### src/hw/rtl/wpnr_pkg.sv
package wpnr_pkg;

    // Entries that take part in selection and the bits of each weight that count.
    localparam int ENTRIES     = 5;
    localparam int WEIGHT_BITS = 16;

    // Register file layout: one weight register per entry slot, then the enable mask.
    localparam int NUM_WEIGHTS  = 5;
    localparam int REG_BITS     = 16;
    localparam int MASK_BITS    = 5;
    localparam int CFG_IDX_BITS = 3;

    localparam logic [CFG_IDX_BITS-1:0] REG_MASK = 3'd5;

    localparam logic [REG_BITS-1:0] WEIGHT_RESET [NUM_WEIGHTS] =
        '{16'd5000, 16'd3000, 16'd1500, 16'd4000, 16'd1000};
    localparam logic [MASK_BITS-1:0] MASK_RESET = 5'd31;

    // The stored weights are only REG_BITS wide, so at most that many bits count.
    localparam int WEIGHT_USE = (WEIGHT_BITS < REG_BITS) ? WEIGHT_BITS : REG_BITS;
    // Sum of up to five weights needs three extra bits.
    localparam int TOTAL_BITS = WEIGHT_USE + 3;

    localparam int RND_BITS = 32;
    localparam int CNT_BITS = $clog2(RND_BITS);
    localparam int IDX_BITS = 3;
    localparam int ACT_BITS = 3;
    localparam int ST_BITS  = 2;

    localparam logic [IDX_BITS-1:0] NO_PICK = 3'd7;

    // Result status codes.
    localparam logic [ST_BITS-1:0] ST_PICKED = 2'd0;
    localparam logic [ST_BITS-1:0] ST_REPEAT = 2'd1;
    localparam logic [ST_BITS-1:0] ST_NONE   = 2'd2;

    // Commands from the controller to the datapath.
    typedef struct packed {
        logic                start;
        logic                add;
        logic                div;
        logic                scan;
        logic                finish;
        logic [IDX_BITS-1:0] entry;
    } t_cmd;

    // Status from the datapath to the controller.
    typedef struct packed {
        logic total_zero;
        logic out_free;
    } t_status;

endpackage

### src/hw/rtl/wpnr_ctrl.sv
module wpnr_ctrl
    import wpnr_pkg::*;
(
    input  logic    i_clk,
    input  logic    i_rst_n,
    input  logic    i_in_valid,
    output logic    o_in_ready,
    input  t_status i_status,
    output t_cmd    o_cmd
);

    typedef enum logic [4:0] {
        S_IDLE = 5'b00001,
        S_SUM  = 5'b00010,
        S_DIV  = 5'b00100,
        S_SCAN = 5'b01000,
        S_DONE = 5'b10000
    } t_state;

    t_state              r_state, n_state;
    logic [CNT_BITS-1:0] r_cnt, n_cnt;
    logic                w_last_entry;

    assign w_last_entry = (r_cnt == CNT_BITS'(ENTRIES - 1));
    assign o_in_ready   = (r_state == S_IDLE);

    // Sequencer: sum the weights, divide one bit a cycle, scan the ranges, deliver.
    always_comb begin
        n_state     = r_state;
        n_cnt       = r_cnt;
        o_cmd       = '0;
        o_cmd.entry = r_cnt[IDX_BITS-1:0];
        unique case (r_state)
            S_IDLE: begin
                if (i_in_valid) begin
                    o_cmd.start = 1'b1;
                    n_cnt       = '0;
                    n_state     = S_SUM;
                end
            end
            S_SUM: begin
                o_cmd.add = 1'b1;
                if (w_last_entry) begin
                    n_cnt   = '0;
                    n_state = S_DIV;
                end else begin
                    n_cnt = r_cnt + 1'b1;
                end
            end
            S_DIV: begin
                if (i_status.total_zero) begin
                    n_state = S_DONE;
                end else begin
                    o_cmd.div = 1'b1;
                    if (r_cnt == CNT_BITS'(RND_BITS - 1)) begin
                        n_cnt   = '0;
                        n_state = S_SCAN;
                    end else begin
                        n_cnt = r_cnt + 1'b1;
                    end
                end
            end
            S_SCAN: begin
                o_cmd.scan = 1'b1;
                if (w_last_entry) begin
                    n_cnt   = '0;
                    n_state = S_DONE;
                end else begin
                    n_cnt = r_cnt + 1'b1;
                end
            end
            S_DONE: begin
                if (i_status.out_free) begin
                    o_cmd.finish = 1'b1;
                    n_state      = S_IDLE;
                end
            end
            default: begin
                n_state = S_IDLE;
            end
        endcase
    end

    // State and step counter.
    always_ff @(posedge i_clk) begin
        if (!i_rst_n) begin
            r_state <= S_IDLE;
            r_cnt   <= '0;
        end else begin
            r_state <= n_state;
            r_cnt   <= n_cnt;
        end
    end

    // The range scan only runs when there is a non-zero total to divide by.
    a_scan_nonzero: assert property (@(posedge i_clk) disable iff (!i_rst_n)
        (r_state == S_SCAN) |-> !i_status.total_zero)
        else $error("range scan entered with a zero weight total");

endmodule

### src/hw/rtl/wpnr_dp.sv
module wpnr_dp
    import wpnr_pkg::*;
(
    input  logic                    i_clk,
    input  logic                    i_rst_n,
    input  logic                    i_cfg_we,
    input  logic [CFG_IDX_BITS-1:0] i_cfg_idx,
    input  logic [REG_BITS-1:0]     i_cfg_data,
    input  logic [RND_BITS-1:0]     i_rnd,
    input  t_cmd                    i_cmd,
    output t_status                 o_status,
    output logic                    o_out_valid,
    input  logic                    i_out_ready,
    output logic [IDX_BITS-1:0]     o_picked_index,
    output logic [ST_BITS-1:0]      o_pick_status
);

    logic [REG_BITS-1:0]   r_weight [NUM_WEIGHTS];
    logic [MASK_BITS-1:0]  r_mask;
    logic [IDX_BITS-1:0]   r_last;

    logic [RND_BITS-1:0]   r_rnd;
    logic [TOTAL_BITS-1:0] r_total;
    logic [TOTAL_BITS-1:0] r_rem;
    logic [TOTAL_BITS-1:0] r_lower;
    logic [ACT_BITS-1:0]   r_active;
    logic [IDX_BITS-1:0]   r_pick;
    logic                  r_found;

    logic                  r_out_valid;
    logic [IDX_BITS-1:0]   r_out_index;
    logic [ST_BITS-1:0]    r_out_status;

    logic                  w_on;
    logic [REG_BITS-1:0]   w_reg;
    logic [TOTAL_BITS-1:0] w_weight;
    logic [TOTAL_BITS:0]   w_partial;
    logic [TOTAL_BITS:0]   w_diff;
    logic [TOTAL_BITS-1:0] w_upper;
    logic                  w_repeat;
    logic                  w_picked;

    // Selected entry: its enable and its weight, cut to the bits that count.
    assign w_on     = (i_cmd.entry < IDX_BITS'(ENTRIES)) && r_mask[i_cmd.entry];
    assign w_reg    = (i_cmd.entry < IDX_BITS'(NUM_WEIGHTS)) ? r_weight[i_cmd.entry] : '0;
    assign w_weight = TOTAL_BITS'(w_reg[WEIGHT_USE-1:0]);

    // One restoring division step: shift in the next random bit, subtract if it fits.
    assign w_partial = {r_rem, r_rnd[RND_BITS-1]};
    assign w_diff    = w_partial - {1'b0, r_total};

    // Top of the current entry's range.
    assign w_upper = r_lower + w_weight;

    assign w_repeat = (r_pick == r_last) && (r_active > ACT_BITS'(1));
    assign w_picked = i_cmd.finish && !o_status.total_zero && !w_repeat;

    assign o_status.total_zero = (r_total == '0);
    assign o_status.out_free   = !r_out_valid || i_out_ready;

    // Configuration registers.
    always_ff @(posedge i_clk) begin
        if (!i_rst_n) begin
            for (int i = 0; i < NUM_WEIGHTS; i++) begin
                r_weight[i] <= WEIGHT_RESET[i];
            end
            r_mask <= MASK_RESET;
        end else if (i_cfg_we) begin
            if (i_cfg_idx < CFG_IDX_BITS'(NUM_WEIGHTS)) begin
                r_weight[i_cfg_idx] <= i_cfg_data;
            end else if (i_cfg_idx == REG_MASK) begin
                r_mask <= i_cfg_data[MASK_BITS-1:0];
            end
        end
    end

    // Working registers for one request.
    always_ff @(posedge i_clk) begin
        if (i_cmd.start) begin
            r_rnd    <= i_rnd;
            r_total  <= '0;
            r_active <= '0;
            r_rem    <= '0;
            r_lower  <= '0;
            r_pick   <= '0;
            r_found  <= 1'b0;
        end
        if (i_cmd.add && w_on) begin
            r_total  <= r_total + w_weight;
            r_active <= r_active + 1'b1;
        end
        if (i_cmd.div) begin
            r_rnd <= {r_rnd[RND_BITS-2:0], 1'b0};
            if (w_partial >= {1'b0, r_total}) begin
                r_rem <= w_diff[TOTAL_BITS-1:0];
            end else begin
                r_rem <= w_partial[TOTAL_BITS-1:0];
            end
        end
        // The remainder never lies below the running lower bound, so one compare decides.
        if (i_cmd.scan && w_on && !r_found) begin
            if (r_rem < w_upper) begin
                r_pick  <= i_cmd.entry;
                r_found <= 1'b1;
            end else begin
                r_lower <= w_upper;
            end
        end
    end

    // Previous pick and output register.
    always_ff @(posedge i_clk) begin
        if (!i_rst_n) begin
            r_last      <= NO_PICK;
            r_out_valid <= 1'b0;
        end else begin
            if (i_cmd.finish) begin
                r_out_valid <= 1'b1;
            end else if (i_out_ready) begin
                r_out_valid <= 1'b0;
            end
            if (w_picked) begin
                r_last <= r_pick;
            end
        end
    end

    always_ff @(posedge i_clk) begin
        if (i_cmd.finish) begin
            if (o_status.total_zero) begin
                r_out_index  <= '0;
                r_out_status <= ST_NONE;
            end else if (w_repeat) begin
                r_out_index  <= '0;
                r_out_status <= ST_REPEAT;
            end else begin
                r_out_index  <= r_pick;
                r_out_status <= ST_PICKED;
            end
        end
    end

    assign o_out_valid    = r_out_valid;
    assign o_picked_index = r_out_index;
    assign o_pick_status  = r_out_status;

    // The remainder is below the total throughout the range scan.
    a_rem_in_range: assert property (@(posedge i_clk) disable iff (!i_rst_n)
        i_cmd.scan |-> (r_rem < r_total))
        else $error("remainder not below weight total during scan");

    // A non-zero total always yields a pick by the end of the scan.
    a_found: assert property (@(posedge i_clk) disable iff (!i_rst_n)
        (i_cmd.finish && !o_status.total_zero) |-> r_found)
        else $error("range scan ended without a pick");

    // A successful pick is both delivered and remembered.
    a_last_update: assert property (@(posedge i_clk) disable iff (!i_rst_n)
        w_picked |=> (r_last == $past(r_pick)) && (r_out_index == $past(r_pick))
                     && (r_out_status == ST_PICKED))
        else $error("previous pick not updated with delivered pick");

endmodule

### src/hw/rtl/weighted_pick_no_repeat.sv
// Requests are handled one at a time. The serial remainder takes one quotient bit per
// cycle over the 32-bit random value, plus a five-step sum and scan; the remainder and
// the scan are skipped when the weight total is zero.
// Reset (synchronous, active low) restores the default weights and enable mask and
// clears the previous pick to "no previous pick".
module weighted_pick_no_repeat
    import wpnr_pkg::*;
(
    input  logic                    i_clk,
    input  logic                    i_rst_n,
    // Input request
    input  logic                    s_axis_tvalid,
    output logic                    s_axis_tready,
    input  logic [31:0]             s_axis_tdata,   // [31:0] random_value
    // Result
    output logic                    m_axis_tvalid,
    input  logic                    m_axis_tready,
    output logic [7:0]              m_axis_tdata,   // [2:0] picked_index, [4:3] pick_status
    // Configuration write port
    input  logic                    i_cfg_we,
    input  logic [CFG_IDX_BITS-1:0] i_cfg_idx,
    input  logic [REG_BITS-1:0]     i_cfg_data
);

    t_cmd                w_cmd;
    t_status             w_status;
    logic [IDX_BITS-1:0] w_picked_index;
    logic [ST_BITS-1:0]  w_pick_status;

    // Sequencer.
    wpnr_ctrl u_ctrl (
        .i_clk      (i_clk),
        .i_rst_n    (i_rst_n),
        .i_in_valid (s_axis_tvalid),
        .o_in_ready (s_axis_tready),
        .i_status   (w_status),
        .o_cmd      (w_cmd)
    );

    // Registers, arithmetic and result register.
    wpnr_dp u_dp (
        .i_clk          (i_clk),
        .i_rst_n        (i_rst_n),
        .i_cfg_we       (i_cfg_we),
        .i_cfg_idx      (i_cfg_idx),
        .i_cfg_data     (i_cfg_data),
        .i_rnd          (s_axis_tdata),
        .i_cmd          (w_cmd),
        .o_status       (w_status),
        .o_out_valid    (m_axis_tvalid),
        .i_out_ready    (m_axis_tready),
        .o_picked_index (w_picked_index),
        .o_pick_status  (w_pick_status)
    );

    assign m_axis_tdata = {3'b000, w_pick_status, w_picked_index};

endmodule

### config.mk
export PLATFORM = sky130hd
export DESIGN_NAME = weighted_pick_no_repeat
export DESIGN_NICKNAME = d
export VERILOG_FILES = /design/src/hw/rtl/wpnr_pkg.sv /design/src/hw/rtl/wpnr_ctrl.sv /design/src/hw/rtl/wpnr_dp.sv /design/src/hw/rtl/weighted_pick_no_repeat.sv
export SDC_FILE = /design/constraint.sdc
export NUM_CORES = 1
export LEC_CHECK = 0
export ABC_CLOCK_PERIOD_IN_PS = 5300
export BUFFER_PORTS_ARGS = -buffer_cell sky130_fd_sc_hd__clkbuf_2
export CAP_MARGIN = 20
export CORE_MARGIN = 2
export CORE_UTILIZATION = 56
export CTS_CLUSTER_DIAMETER = 50
export CTS_CLUSTER_SIZE = 8
export DETAILED_ROUTE_END_ITERATION = 6
export PLACE_DENSITY = 0.74
export SLEW_MARGIN = 25
export SYNTH_ARGS = -nofsm -noshare
export SYNTH_HDL_FRONTEND = slang
export SYNTH_SLANG_ARGS = --single-unit
### constraint.sdc
create_clock -name i_clk -period 5.3 [get_ports i_clk]
set_clock_uncertainty 0.1 [all_clocks]
set_input_delay 0.53 -clock i_clk [delete_from_list [all_inputs] [get_ports i_clk]]
set_output_delay 0.53 -clock i_clk [all_outputs]
set_load 0.005 [all_outputs]
---- Word level (Yosys, flattened, before mapping) ----
Memories as Yosys holds them, arrays and structs flattened. A register that Yosys moved wholly into a read port is not among the register bits.
Cells that the tools add are included.
word-level totals
  bits in registers ....................... 120
  memory bits (writable) .................. 80
  input bits .............................. 56
  output and inout port bits .............. 10
  word-level logic and storage cells ...... 119
  memories ................................ 1
memories
  name           depth  bits a word  rd ports  clocked after Yosys merged registers in  write ports  line           RTL
  u_dp.r_weight  5      16           1         1                                        5            wpnr_dp.sv:18  logic [REG_BITS-1:0] r_weight [NUM_WEIGHTS];
cells by class
  reductions and logical operators ........ 23
  equality and inequality tests ........... 15
  bitwise logic cells ..................... 1
  multiplexer cells ....................... 53
  add/sub/neg operators ................... 5
  order comparisons ....................... 6
operators with widths
  cell                                                                    number
  19-bit two-way mux                                                      7
  32-bit two-way mux                                                      2
  5-bit two-way mux                                                       10
  19-bit by 16-bit adder with 19-bit output                               2
  16-bit two-way mux                                                      2
  5-bit case mux with 5 select lines                                      1
  3-bit two-way mux                                                       8
  1-bit two-way mux                                                       21
  20-bit by 19-bit >= comparator with 1-bit output                        1
  19-bit zero test                                                        1
  19-bit < comparator                                                     1
  19-bit subtractor                                                       1
  16-bit OR reduction                                                     1
  5-bit case mux with 3 select lines                                      1
  5-bit by 3-bit equality test with 1-bit output (second input constant)  2
  5-bit equality test (second input constant)                             2
  1-bit logical AND                                                       7
  3-bit < comparator (second input constant)                              2
  2-bit by 1-bit != test with 1-bit output (second input constant)        3
  3-bit AND reduction                                                     2
  2-bit nonzero test                                                      3
  5-bit by 1-bit adder with 5-bit output (second input constant)          1
  5-bit by 1-bit equality test with 1-bit output (second input constant)  1
  5-bit by 2-bit equality test with 1-bit output (second input constant)  1
  other kinds (15)                                                        20

---- Logic depth before layout (Yosys ltp) ----
Gate-level depths: netlist of run 1.
  word-level depth ........................ 7
  gate-level depth with buffers ........... 26
  gate-level depth less buffers ........... 22

---- By module ----
Synthesis of run 1 repeated with hierarchy kept, for this count alone.
unflattened totals
  cell total of the unflattened synthesis .. 1063
  area, all modules ....................... 11498.5 µm²
by module, submodules not included
  module                   cells each  seq. area each (µm²)  area an instance (µm²)  times used
  wpnr_dp                  975         5375.2                10746.6                 1
  wpnr_ctrl                84          200.2                 725.7                   1
  weighted_pick_no_repeat  4           0.0                   26.3                    1

---- Least setup slack after synthesis of run 1 ----
Ideal clock, no wire load.
  path kind ............................... register to register
  start point ............................. register (tool-made name)
  end point ............................... register u_dp.r_lower[2]
  arrival time ............................ 5595 ps
  stages on the path, launching flop included .. 25
  data required time ...................... 5126 ps
  library setup time ...................... 74 ps
  clock period less this slack ............ 5769 ps
  path slack .............................. -469 ps
  path through ............................ dfxtp_1 -> clkbuf_1 -> buf_2 -> buf_1 -> mux4_2 -> mux2i_1 -> nor2_1 -> ha_1 -> fa_1 -> a31oi_1 -> o31ai_1 -> a211o_2 -> a211oi_4 -> o21bai_1 -> xnor2_1 -> ha_1 -> a21o_1 -> a21o_1 -> a21oi_1 -> o211a_1 -> a21bo_2 -> clkbuf_1 -> clkbuf_1 -> nand3_1 -> o21ai_0
RTL lines
  what                  line            RTL
  to (signal assigned)  wpnr_dp.sv:106  r_lower <= w_upper;
  to (decl)             wpnr_dp.sv:25   logic [TOTAL_BITS-1:0] r_lower;

==> summary.md, run 1 <==
| Metric | Value |
|---|---|
| TritonCTS clock tree | `built` |
| Number of DRC markers in iteration 0 | `617` |
| Placer Congestion | `0.899` |
| GRT Overall Usage | `23.8%` |
| Worst min path class | `in -> reg` |
| Lkg Pwr | `6.23 nW` |
| Top post-synthesis cells by area | `edfxtp_1 46%, dfxtp_1 6.8%, ha_1 6.4%` |
| XOR/XNOR Fraction of Synth Area | `2.59%` |
| Post-CTS Hold Buffers | `0` |
| Synth Area in Compound Gates | `12.7%` |
| # H-tree levels | `2` |
| # setup viols final | `0` |
| Peak VDD IR | `0.281 mV` |
| EDFF count, synth | `205` |
| Dominant cell type by area after synthesis | `edfxtp_1` |
| Chip height | `159 um` |
| Slew of the pin with the lowest slew margin | `0.993 ns` |
| Status | `finished, final reports clean` |
| Largest net degree at the start of global routing | `51` |
| Die area | `0.0254 mm^2` |
| Max-cap violations | `0` |
| First-pass GRT wire length | `48200 um` |
| Reg clk slew, reported paths | `0.05 ns` |
| CP required | `5.60 ns` |
| Number of global-route vias before repair | `9512` |
| Diodes inserted | `0` |
| Setup TNS Final | `0 ns` |
| F_max | `195 MHz` |
| Top post-synthesis cells by count | `205 x edfxtp_1, 76 x nor2_1, 70 x nand2_1` |
| Root Buffer | `clkbuf_16` |
| Initial Util | `57.3%` |
| Fillers | `1817` |
| Final min period | `5.14 ns` |
| Row count | `56` |
| Worst-path maximum fanout | `7` |
| Period utilization | `96.9%` |
| Area Overhead vs Synth | `15.9%` |
| # nets final | `1416` |
| Mux contribution to synthesized area | `7.89%` |
| Final wirelength | `30100 um` |
| Final Cell Area | `0.0157 mm^2` |
| Placed Area | `0.0144 mm^2` |
| Sequential cell area fraction in the yosys report | `52.3%` |
| Cell Area, Synth | `0.0135 mm^2` |
| Relative slew slack | `33.6%` |
| Vias per std cell | `5.81` |
| Initial antenna violation count | `0` |
| CP arrival | `5.44 ns` |
| Min Hold Slack | `0.166 ns` |
| I/O pins | `66` |
| Count leader, synth | `edfxtp_1` |
| Adder-Cell Fraction of Synth Area | `6.83%` |
| Clock sinks | `251` |
| Clk buf depth | `3` |
| Power per cell area | `382 mW/mm^2` |
| Yosys warns | `0` |
| Post-Synthesis Mean Instance Area | `11.7 um^2` |
| Place WS | `0.0792 ns` |
| Flip-flop and latch area | `0.00708 mm^2` |
| Crit start category | `flop` |
| Ratio of cells with drive above 1 in the final layout | `15.3%` |
| WL/cell | `18.4 um` |
| CP Class | `reg -> reg` |
| Core footprint | `0.0236 mm^2` |
| #FFs+latches synth | `251` |
| Setup WS post-layout | `0.162 ns` |
| Async S/R FF share, synth | `0%` |
| Worst-Skew Late Latency | `0.53 ns` |
| Hold Fails Final Rpt | `0` |
| Final Util | `66.4%` |
| Largest family of logic cells by synthesized area | `simple AND/OR/NAND/NOR gates` |
| Remaining Overflow, GRT | `0` |
| Final Max Slew Viols | `0` |
| Post-Synth Simple-Gate Area | `14.8%` |
| Die width | `159 um` |
| Syn Inst Count | `1155` |
| TritonCTS Buffers | `40` |
| Multi-input logic area | `0.00632 mm^2` |
| DP Wirelength | `21300 um` |
| Top-area cell type share of the netlist area | `45.5%` |
| Setup crit end kind | `flop` |
| Drt pass-1 iters | `5` |
| Synth unique cells | `69` |
| Vias after detailed routing | `9470` |
| Buffers on Ports | `62` |
| Synth Flop Type | `edfxtp_1` |
| Drt drc | `0` |
| Post-route ant nets | `0` |
-- through the flow --
| stage | std cells | total power [mW] |
|---|---|---|
| 2_1_floorplan | 1205 | 3.37 |
| 3_3_place_gp | 1563 | 3.66 |
| 3_5_place_dp | 1563 | 3.70 |
| 4_1_cts | 1629 | 6.02 |
| 5_1_grt | 1631 | 6.28 |
| 6_report | 1631 | 5.99 |
-- power breakdown --
| part | switching, mW | leakage [nW] | internal, mW | total [mW] |
|---|---|---|---|---|
| combinational | 0.736 | 3.28 | 0.534 | 1.27 |
| clock | 0.871 | 0.564 | 1.43 | 2.30 |
| sequential | 0.0997 | 2.38 | 2.32 | 2.42 |
-- worst max-delay path, stage by stage (launching register included) --
cell and delay, ns:
dfxtp_4 0.43, mux4_2 0.50, mux2_2 0.27, nand2_1 0.15, inv_1 0.12, ha_1 0.29, a21o_1 0.12, nor2_1 0.05
o31ai_2 0.32, o2111ai_2 0.22, a21oi_1 0.28, o21ai_0 0.19, a21boi_1 0.30, xnor2_1 0.11, ha_1 0.30, nand4_1 0.11
nor2_1 0.18, a21oi_1 0.09, o211a_1 0.13, a21bo_4 0.26, mux2_1 0.31, a21o_1 0.17
-- metal layers --
metal / track usage (%) / share of wire, % / routed length [um] / vias to the layer above
met5: 0 / 0 / 0 / -
met4: 7.23 / 2.3 / 705 / 0
met3: 3.72 / 4.5 / 1360 / 58
met2: 42.2 / 50 / 15000 / 236
met1: 30.1 / 43 / 13000 / 4603
li1: - / - / - / 4573
-- timing repair --
item	in CTS	in global routing
setup buffers	0	1
endpoints found under the setup margin	0	22
gates resized for setup	0	12
-- registers in the layout, summed over array words and instances, names as in the netlist, 5 cells and up, named ones only --
signal / cells
u_dp.r_total: 19
u_ctrl.r_state: 5
u_dp.r_weight: 128
u_ctrl.r_cnt: 5
u_dp.r_rnd: 32
u_dp.r_rem: 19
u_dp.r_mask: 5
u_dp.r_lower: 19
-- path summary, 6_finish.rpt --
check                       start               end  slack [ns]  cells after the start
setup / recovery             flop  u_dp.r_lower[16]        0.16                     21
hold / removal    s_axis_tdata[0]     u_dp.r_rnd[0]        0.17                      3
setup reg to reg             flop  u_dp.r_lower[16]        0.16                     21
hold reg to reg      u_dp.r_found      u_dp.r_found        0.35                      2
-- cells by family (layout without fill, tap and decap cells) --
group,after synthesis,in the layout
XOR/XNOR,40,40
multiplexers,67,67
other,1,51
AND/OR/NAND/NOR,384,384
adder cells (fa/ha/maj),72,72
AO/OA/AOI/OAI,249,249
buffers and inverters,91,198
flip-flops,251,251
-- cell usage in the layout (no fill, tap or decap), drive strengths merged, types with 31 or more instances in the layout --
master	instances
dfxtp	46
inv	45
o21ai	59
and2	60
nand2b	32
a22o	31
conb	51
nor2	77
clkbuf	119
nand3	39
ha	69
a21oi	51
edfxtp	205
nand2	70
mux4	31
-- final cells by class --
type,count,share of cell area [%]
Inverter,45,1.08
Multi-Input combinational cell,863,40.3
Clock buffer,57,6.99
Clock inverter,9,0.559
Sequential cell,251,45.2
Tap cell,319,2.55
Timing Repair Buffer,87,3.35
(Power assumes the default switching activity.)
==> inputs of run 2 (changes only) <==
--- a/config.mk
+++ b/config.mk
@@ -8,7 +8,7 @@
 export ABC_CLOCK_PERIOD_IN_PS = 5300
 export BUFFER_PORTS_ARGS = -buffer_cell sky130_fd_sc_hd__clkbuf_2
 export CAP_MARGIN = 20
-export CORE_MARGIN = 2
+export CORE_MARGIN = 1
 export CORE_UTILIZATION = 56
 export CTS_CLUSTER_DIAMETER = 50
 export CTS_CLUSTER_SIZE = 8
==> run 2 against run 1 <==
Effect of this change: cell area up 0.28%; flip-flop and latch count is the same; global-route usage up 0.55 points; critical path depth is 1 lower; clock-buffer cell count grew 8; non-clock buffer count is 9 higher; worst hold slack worse by 0.027 ns; first-iteration DRC count up 19%; fmax is 0.24% lower; wire length shrank 1.6%; sequential share of layout area down 0.13 points; sequential power about the same; critical endpoint unchanged; largest power group unchanged.
==> summary.md, run 2 (synthesis results as in run 1) <==
| Metric | Value |
|---|---|
| Ratio of cells with drive above 1 in the final layout | `15.7%` |
| WL/cell | `18.0 um` |
| # nets final | `1425` |
| Vias after detailed routing | `9516` |
| Drt drc | `0` |
| DR top layer | `met4` |
| Period utilization | `97.2%` |
| Flip-flop and latch area | `0.00708 mm^2` |
| Reg clk slew, reported paths | `0.05 ns` |
| Commonest non-fill, non-tap cells in the layout | `205 x edfxtp_1, 73 x nor2_1, 69 x ha_1` |
| Buffers on Ports | `62` |
| Slew of the pin with the lowest slew margin | `1.06 ns` |
| Max FFs per register | `128` |
| Drt pass-1 iters | `7` |
| Relative slew slack | `29.0%` |
| Root Buffer | `clkbuf_16` |
| Die area | `0.0248 mm^2` |
| Crit start category | `flop` |
| Met3 wire length | `1380 um` |
| Clk buf depth | `3` |
| Placer Congestion | `0.885` |
| Setup crit end kind | `flop` |
| Remaining Overflow, GRT | `0` |
| Max-cap violations | `0` |
| Multi-input logic area | `0.00633 mm^2` |
| Row count | `56` |
| Worst-path maximum fanout | `6` |
| Final min period | `5.15 ns` |
| Biggest regs | `u_dp.r_weight: 128 flops, u_dp.r_rnd: 32 flops` |
| F_max | `194 MHz` |
| Largest net degree at the start of global routing | `51` |
| Worst-Skew Late Latency | `0.52 ns` |
| GRT Overall Usage | `24.3%` |
| Area Overhead vs Synth | `16.2%` |
| CP Class | `reg -> reg` |
| Setup WS post-layout | `0.150 ns` |
| Post-route ant nets | `0` |
| Chip height | `157 um` |
| Total power draw | `5.96 mW` |
| Post-CTS Hold Buffers | `0` |
| Number of global-route vias before repair | `9263` |
| TritonCTS clock tree | `built` |
| # setup viols final | `0` |
| I/O pins | `66` |
| Hold wc startpoint | `s_axis_tdata[0]` |
| Final Util | `66.6%` |
| Fillers | `1802` |
| Final wirelength | `29600 um` |
| Place WS | `0.130 ns` |
| Clock sinks | `251` |
| Power per cell area | `379 mW/mm^2` |
| CP required | `5.60 ns` |
| # H-tree levels | `2` |
| Initial Util | `57.3%` |
| Status | `finished, final reports clean` |
| Diodes inserted | `0` |
| Initial antenna violation count | `0` |
| TritonCTS Buffers | `39` |
| Met2 WL | `14500 um` |
| Vias per std cell | `5.78` |
| CP arrival | `5.45 ns` |
| Peak VDD IR | `0.269 mV` |
| Most common cell after layout, fill and taps aside | `edfxtp_1` |
| Hold Fails Final Rpt | `0` |
| Final Max Slew Viols | `0` |
| Biggest register | `u_dp.r_weight` |
| Die width | `157 um` |
| Post-Route M1 WL | `12900 um` |
| Lkg Pwr | `6.25 nW` |
| Worst min path class | `in -> reg` |
| Core footprint | `0.0236 mm^2` |
| Number of DRC markers in iteration 0 | `735` |
| First-pass GRT wire length | `46400 um` |
| DP Wirelength | `20700 um` |
-- run 2: final timing paths --
check / depth (start not counted) / to / slack (ns)
max reg2reg: 20 / u_dp.r_lower[16] / 0.15
max: 20 / u_dp.r_lower[16] / 0.15
min reg2reg: 2 / u_dp.r_found / 0.35
min: 3 / u_dp.r_rnd[0] / 0.14
-- run 2: critical path: stages (launching register included) --
cell	delay (ns)
dfxtp_4	0.40
buf_12	0.13
mux4_2	0.49
mux2i_1	0.14
nor2_1	0.12
ha_1	0.25
fa_1	0.40
a31oi_1	0.17
o31ai_1	0.14
a211o_2	0.39
a211oi_4	0.27
o21bai_1	0.11
xnor2_1	0.24
ha_1	0.31
a21o_1	0.16
a21o_1	0.17
a21oi_1	0.14
o211a_1	0.19
a21bo_2	0.19
mux2_1	0.33
a21o_1	0.17
-- run 2: area by class of cell --
type / instances / area share, %
inverter: 45 / 1.07
tap: 319 / 2.54
multi-input combinational: 864 / 40.2
clock inverter: 6 / 0.350
timing repair buffer: 96 / 3.87
sequential: 251 / 45.0
clock buffer: 65 / 6.89
-- run 2: power by group --
part	total [mW]	internal (mW)	switching, mW
combinational	1.29	0.554	0.736
clock	2.25	1.39	0.858
sequential	2.42	2.32	0.0975
total	5.96	4.27	1.69
-- run 2: per-layer routing --
| metal | track usage [%] | vias to the layer above |
|---|---|---|
| met5 | 0 | - |
| met4 | 8.65 | 0 |
| met3 | 3.83 | 59 |
| met2 | 41.6 | 233 |
| met1 | 31.3 | 4634 |
| li1 | - | 4590 |
-- run 2: per-stage QoR --
stage	hold slack, ns	TNS, ns	cells	area [um^2]
4_1_cts	0.124	0	1638	15600
3_5_place_dp	0.338	0	1567	14400
5_1_grt	0.140	-0.129	1646	15700
3_3_place_gp	0.334	0	1567	14400
2_1_floorplan	0.323	0	1205	13700
6_report	0.139	0	1646	15700
-- run 2: repair_timing --
action	in CTS	in global routing
resized for setup	0	11
hold endpoints to repair	0	0
endpoints found under the setup margin	0	20
buffers inserted	0	6
==> inputs of run 3 (changes only) <==
--- a/config.mk
+++ b/config.mk
@@ -9,12 +9,13 @@
 export BUFFER_PORTS_ARGS = -buffer_cell sky130_fd_sc_hd__clkbuf_2
 export CAP_MARGIN = 20
 export CORE_MARGIN = 1
-export CORE_UTILIZATION = 56
+export CORE_UTILIZATION = 55
 export CTS_CLUSTER_DIAMETER = 50
 export CTS_CLUSTER_SIZE = 8
 export DETAILED_ROUTE_END_ITERATION = 6
-export PLACE_DENSITY = 0.74
+export PLACE_DENSITY = 0.73
 export SLEW_MARGIN = 25
 export SYNTH_ARGS = -nofsm -noshare
 export SYNTH_HDL_FRONTEND = slang
+export SYNTH_HIERARCHICAL = 1
 export SYNTH_SLANG_ARGS = --single-unit
==> run 3 against run 2 <==
Effect of this change: sequential share of layout area shrank 1.4 points; clock power shrank 40%; power shrank 31%; fmax grew 4.6%; sequential power shrank 21%; global-route usage shrank 0.87 points; combinational power shrank 33%; critical path type unchanged; critical endpoint is now u_dp/r_lower[17]; largest cell class is now multi-input gates.
==> summary.md, run 3 <==
| Metric | Value |
|---|---|
| Status | `finished, final reports clean` |
| Number of global-route vias before repair | `7693` |
| Ratio of cells with drive above 1 in the final layout | `13.7%` |
| Die width | `147 um` |
| DP Wirelength | `17600 um` |
| Most common cell after layout, fill and taps aside | `edfxtp_1` |
| Post-CTS Hold Buffers | `0` |
| Slowest-stage cell, CP | `o311ai_0` |
| CP top delay family | `compound AO/OA/AOI/OAI gates` |
| Vias per std cell | `5.71` |
| Max FFs per register | `80` |
| Biggest regs | `u_dp/r_weight: 80 flops, u_dp/r_rnd: 32 flops` |
| Die area | `0.0215 mm^2` |
| Clk buf depth | `2` |
| TritonCTS Buffers | `17` |
| Setup WS post-layout | `0.375 ns` |
| Lkg Pwr | `5.06 nW` |
| Top post-synthesis cells by area | `edfxtp_1 41%, ha_1 7.5%, dfxtp_1 7.5%` |
| Setup TNS Final | `0 ns` |
| Count leader, synth | `edfxtp_1` |
| Period utilization | `92.9%` |
| Post-route ant nets | `0` |
| Diodes inserted | `0` |
| Yosys warns | `6` |
| Area Overhead vs Synth | `11.1%` |
| Syn Inst Count | `1063` |
| Async S/R FF share, synth | `0%` |
| Initial Util | `56.5%` |
| CP arrival | `5.16 ns` |
| Biggest register | `u_dp/r_weight` |
| Worst min path class | `in -> reg` |
| Final min period | `4.93 ns` |
| #FFs+latches synth | `200` |
| F_max | `203 MHz` |
| Clock sinks | `200` |
| Largest net degree at the start of global routing | `36` |
| Worst-Skew Late Latency | `0.44 ns` |
| Crit path buffers/inverters | `0` |
| Number of DRC markers in iteration 0 | `486` |
| First-pass GRT wire length | `39400 um` |
| Commonest non-fill, non-tap cells in the layout | `157 x edfxtp_1, 84 x nor2_1, 69 x ha_1` |
| Total power draw | `4.12 mW` |
| Drt drc | `0` |
| Core footprint | `0.0204 mm^2` |
| WL/cell | `17.5 um` |
| Final Max Slew Viols | `0` |
| TritonCTS clock tree | `built` |
| GRT Overall Usage | `23.4%` |
| # setup viols final | `0` |
| Setup crit end kind | `flop` |
| Min Hold Slack | `0.235 ns` |
| Drt pass-1 iters | `5` |
| Max-cap violations | `0` |
| Peak VDD IR | `0.204 mV` |
| Top post-synthesis cells by count | `157 x edfxtp_1, 86 x nor2_1, 69 x ha_1` |
| Reg clk slew, reported paths | `0.08 ns` |
| CP required | `5.54 ns` |
| Placer Congestion | `0.904` |
| Post-Synthesis Mean Instance Area | `10.8 um^2` |
| Cell Area, Synth | `0.0115 mm^2` |
| Buffers on Ports | `62` |
| Final wirelength | `24500 um` |
| Crit start category | `flop` |
| Worst-path maximum fanout | `17` |
| Relative slew slack | `37.2%` |
| Chip height | `147 um` |
| Root Buffer | `clkbuf_16` |
| Dominant cell type by area after synthesis | `edfxtp_1` |
| Post-CTS setup buffer count | `0` |
| EDFF count, synth | `157` |
| Top-area cell type share of the netlist area | `41.0%` |
| # H-tree levels | `4` |
| Hold Fails Final Rpt | `0` |
| Synth Flop Type | `edfxtp_1` |
| Crit-path cells | `nor2b_2 -> a21oi_1 -> o22ai_1 -> ha_1 -> fa_1 -> o31ai_1 -> a31oi_2 -> a21oi_2 -> o311ai_0 -> a21o_1 -> a21oi_1 -> xor2_1 -> ha_1 -> a21o_1 -> a21o_1 -> a21oi_1 -> o211ai_1 -> a21oi_1 -> or2_4 -> mux2_2 -> a21o_1` |
| CP Class | `reg -> reg` |
| I/O pins | `66` |
| Row count | `52` |
| Slew of the pin with the lowest slew margin | `0.938 ns` |
| # nets final | `1246` |
| Vias after detailed routing | `7994` |
| Sequential cell area fraction in the yosys report | `48.5%` |
| Synth unique cells | `79` |
| Worst stage delay on the critical path | `0.53 ns` |
| RSZ-0062 raised after global routing | `false` |
| Remaining Overflow, GRT | `0` |
| Place WS | `0.258 ns` |
| Power per cell area | `322 mW/mm^2` |
| Initial antenna violation count | `0` |
-- run 3: cell types whose count changed in the layout (fill, tap and decap cells not counted), moves of 14 or more --
cell / before / now
mux4_2: 31 / 0
mux2i_1: 29 / 55
clkbuf_16: 40 / 18
nand2b_1: 32 / 52
clkbuf_1: 25 / 0
conb_1: 51 / 3
edfxtp_1: 205 / 157
a21oi_1: 49 / 63
or3_1: 29 / 3
nand2_1: 68 / 40
-- run 3: timing repair --
action,in CTS,in global routing
endpoints found under the setup margin,0,13
endpoints found under the hold margin,0,0
resized for setup,0,6
-- run 3: worst reg2reg max path, stage by stage, from the launching register on --
cell and delay [ns]:
dfxtp_2 0.43, nor2b_2 0.26, a21oi_1 0.10, o22ai_1 0.21, ha_1 0.23, fa_1 0.22
o31ai_1 0.10, a31oi_2 0.28, a21oi_2 0.13, o311ai_0 0.53, a21o_1 0.20, a21oi_1 0.07
xor2_1 0.19, ha_1 0.28, a21o_1 0.18, a21o_1 0.16, a21oi_1 0.13, o211ai_1 0.11
a21oi_1 0.13, or2_4 0.24, mux2_2 0.36, a21o_1 0.17
-- run 3: cell type report --
cell class	count	area (um^2)
fill	1642	7590
inverter	45	169
clock buffer	19	464
multi-input combinational	772	5610
timing repair buffer	82	464
clock inverter	13	153
sequential	200	5580
tap	270	338
-- run 3: path summary, 6_finish.rpt --
kind / start / to / slack (ns) / cells past startpoint
min reg2reg: u_dp/r_found / u_dp/r_found / 0.38 / 1
max reg2reg: u_ctrl/r_cnt[0] / u_dp/r_lower[17] / 0.37 / 21
min: s_axis_tdata[0] / u_dp/r_rnd[0] / 0.23 / 3
max: u_ctrl/r_cnt[0] / u_dp/r_lower[17] / 0.37 / 21
-- run 3: metal layers --
layer,up-vias,routed length (um),GRT usage (%)
met1,3773,11700,32.7
met4,0,440,7.34
li1,3999,-,-
met3,33,921,4.16
met2,189,11400,37.2
met5,-,0,0
-- run 3: kinds of logic (layout without fill, tap and decap cells) --
kind of cell | after synthesis | count (layout) | synth area share (%)
AOI/OAI and AO/OA | 244 | 244 | 14.7
buffers and inverters | 93 | 159 | 3.38
and+or+nand+nor | 336 | 336 | 15.7
other | 1 | 3 | 0.0326
DFF | 200 | 200 | 48.5
adders and majority gates | 75 | 75 | 8.31
muxes | 59 | 59 | 5.18
xor gates and xnor gates | 55 | 55 | 4.19
-- run 3: per-stage QoR --
stage | area, um^2 | utilization [%] | cells
after global placement | 12100 | 59.6 | 1369
after CTS | 12800 | 62.6 | 1401
after global routing | 12800 | 62.7 | 1401
final | 12800 | 62.7 | 1401
after detailed placement | 12100 | 59.6 | 1369
after floorplan | 11500 | - | 1065
-- run 3: where the power goes --
| group | switching (mW) | internal (mW) | total, mW |
|---|---|---|---|
| combinational | 0.500 | 0.360 | 0.860 |
| clock | 0.639 | 0.714 | 1.35 |
| sequential | 0.0744 | 1.83 | 1.90 |
| total | 1.21 | 2.90 | 4.12 |
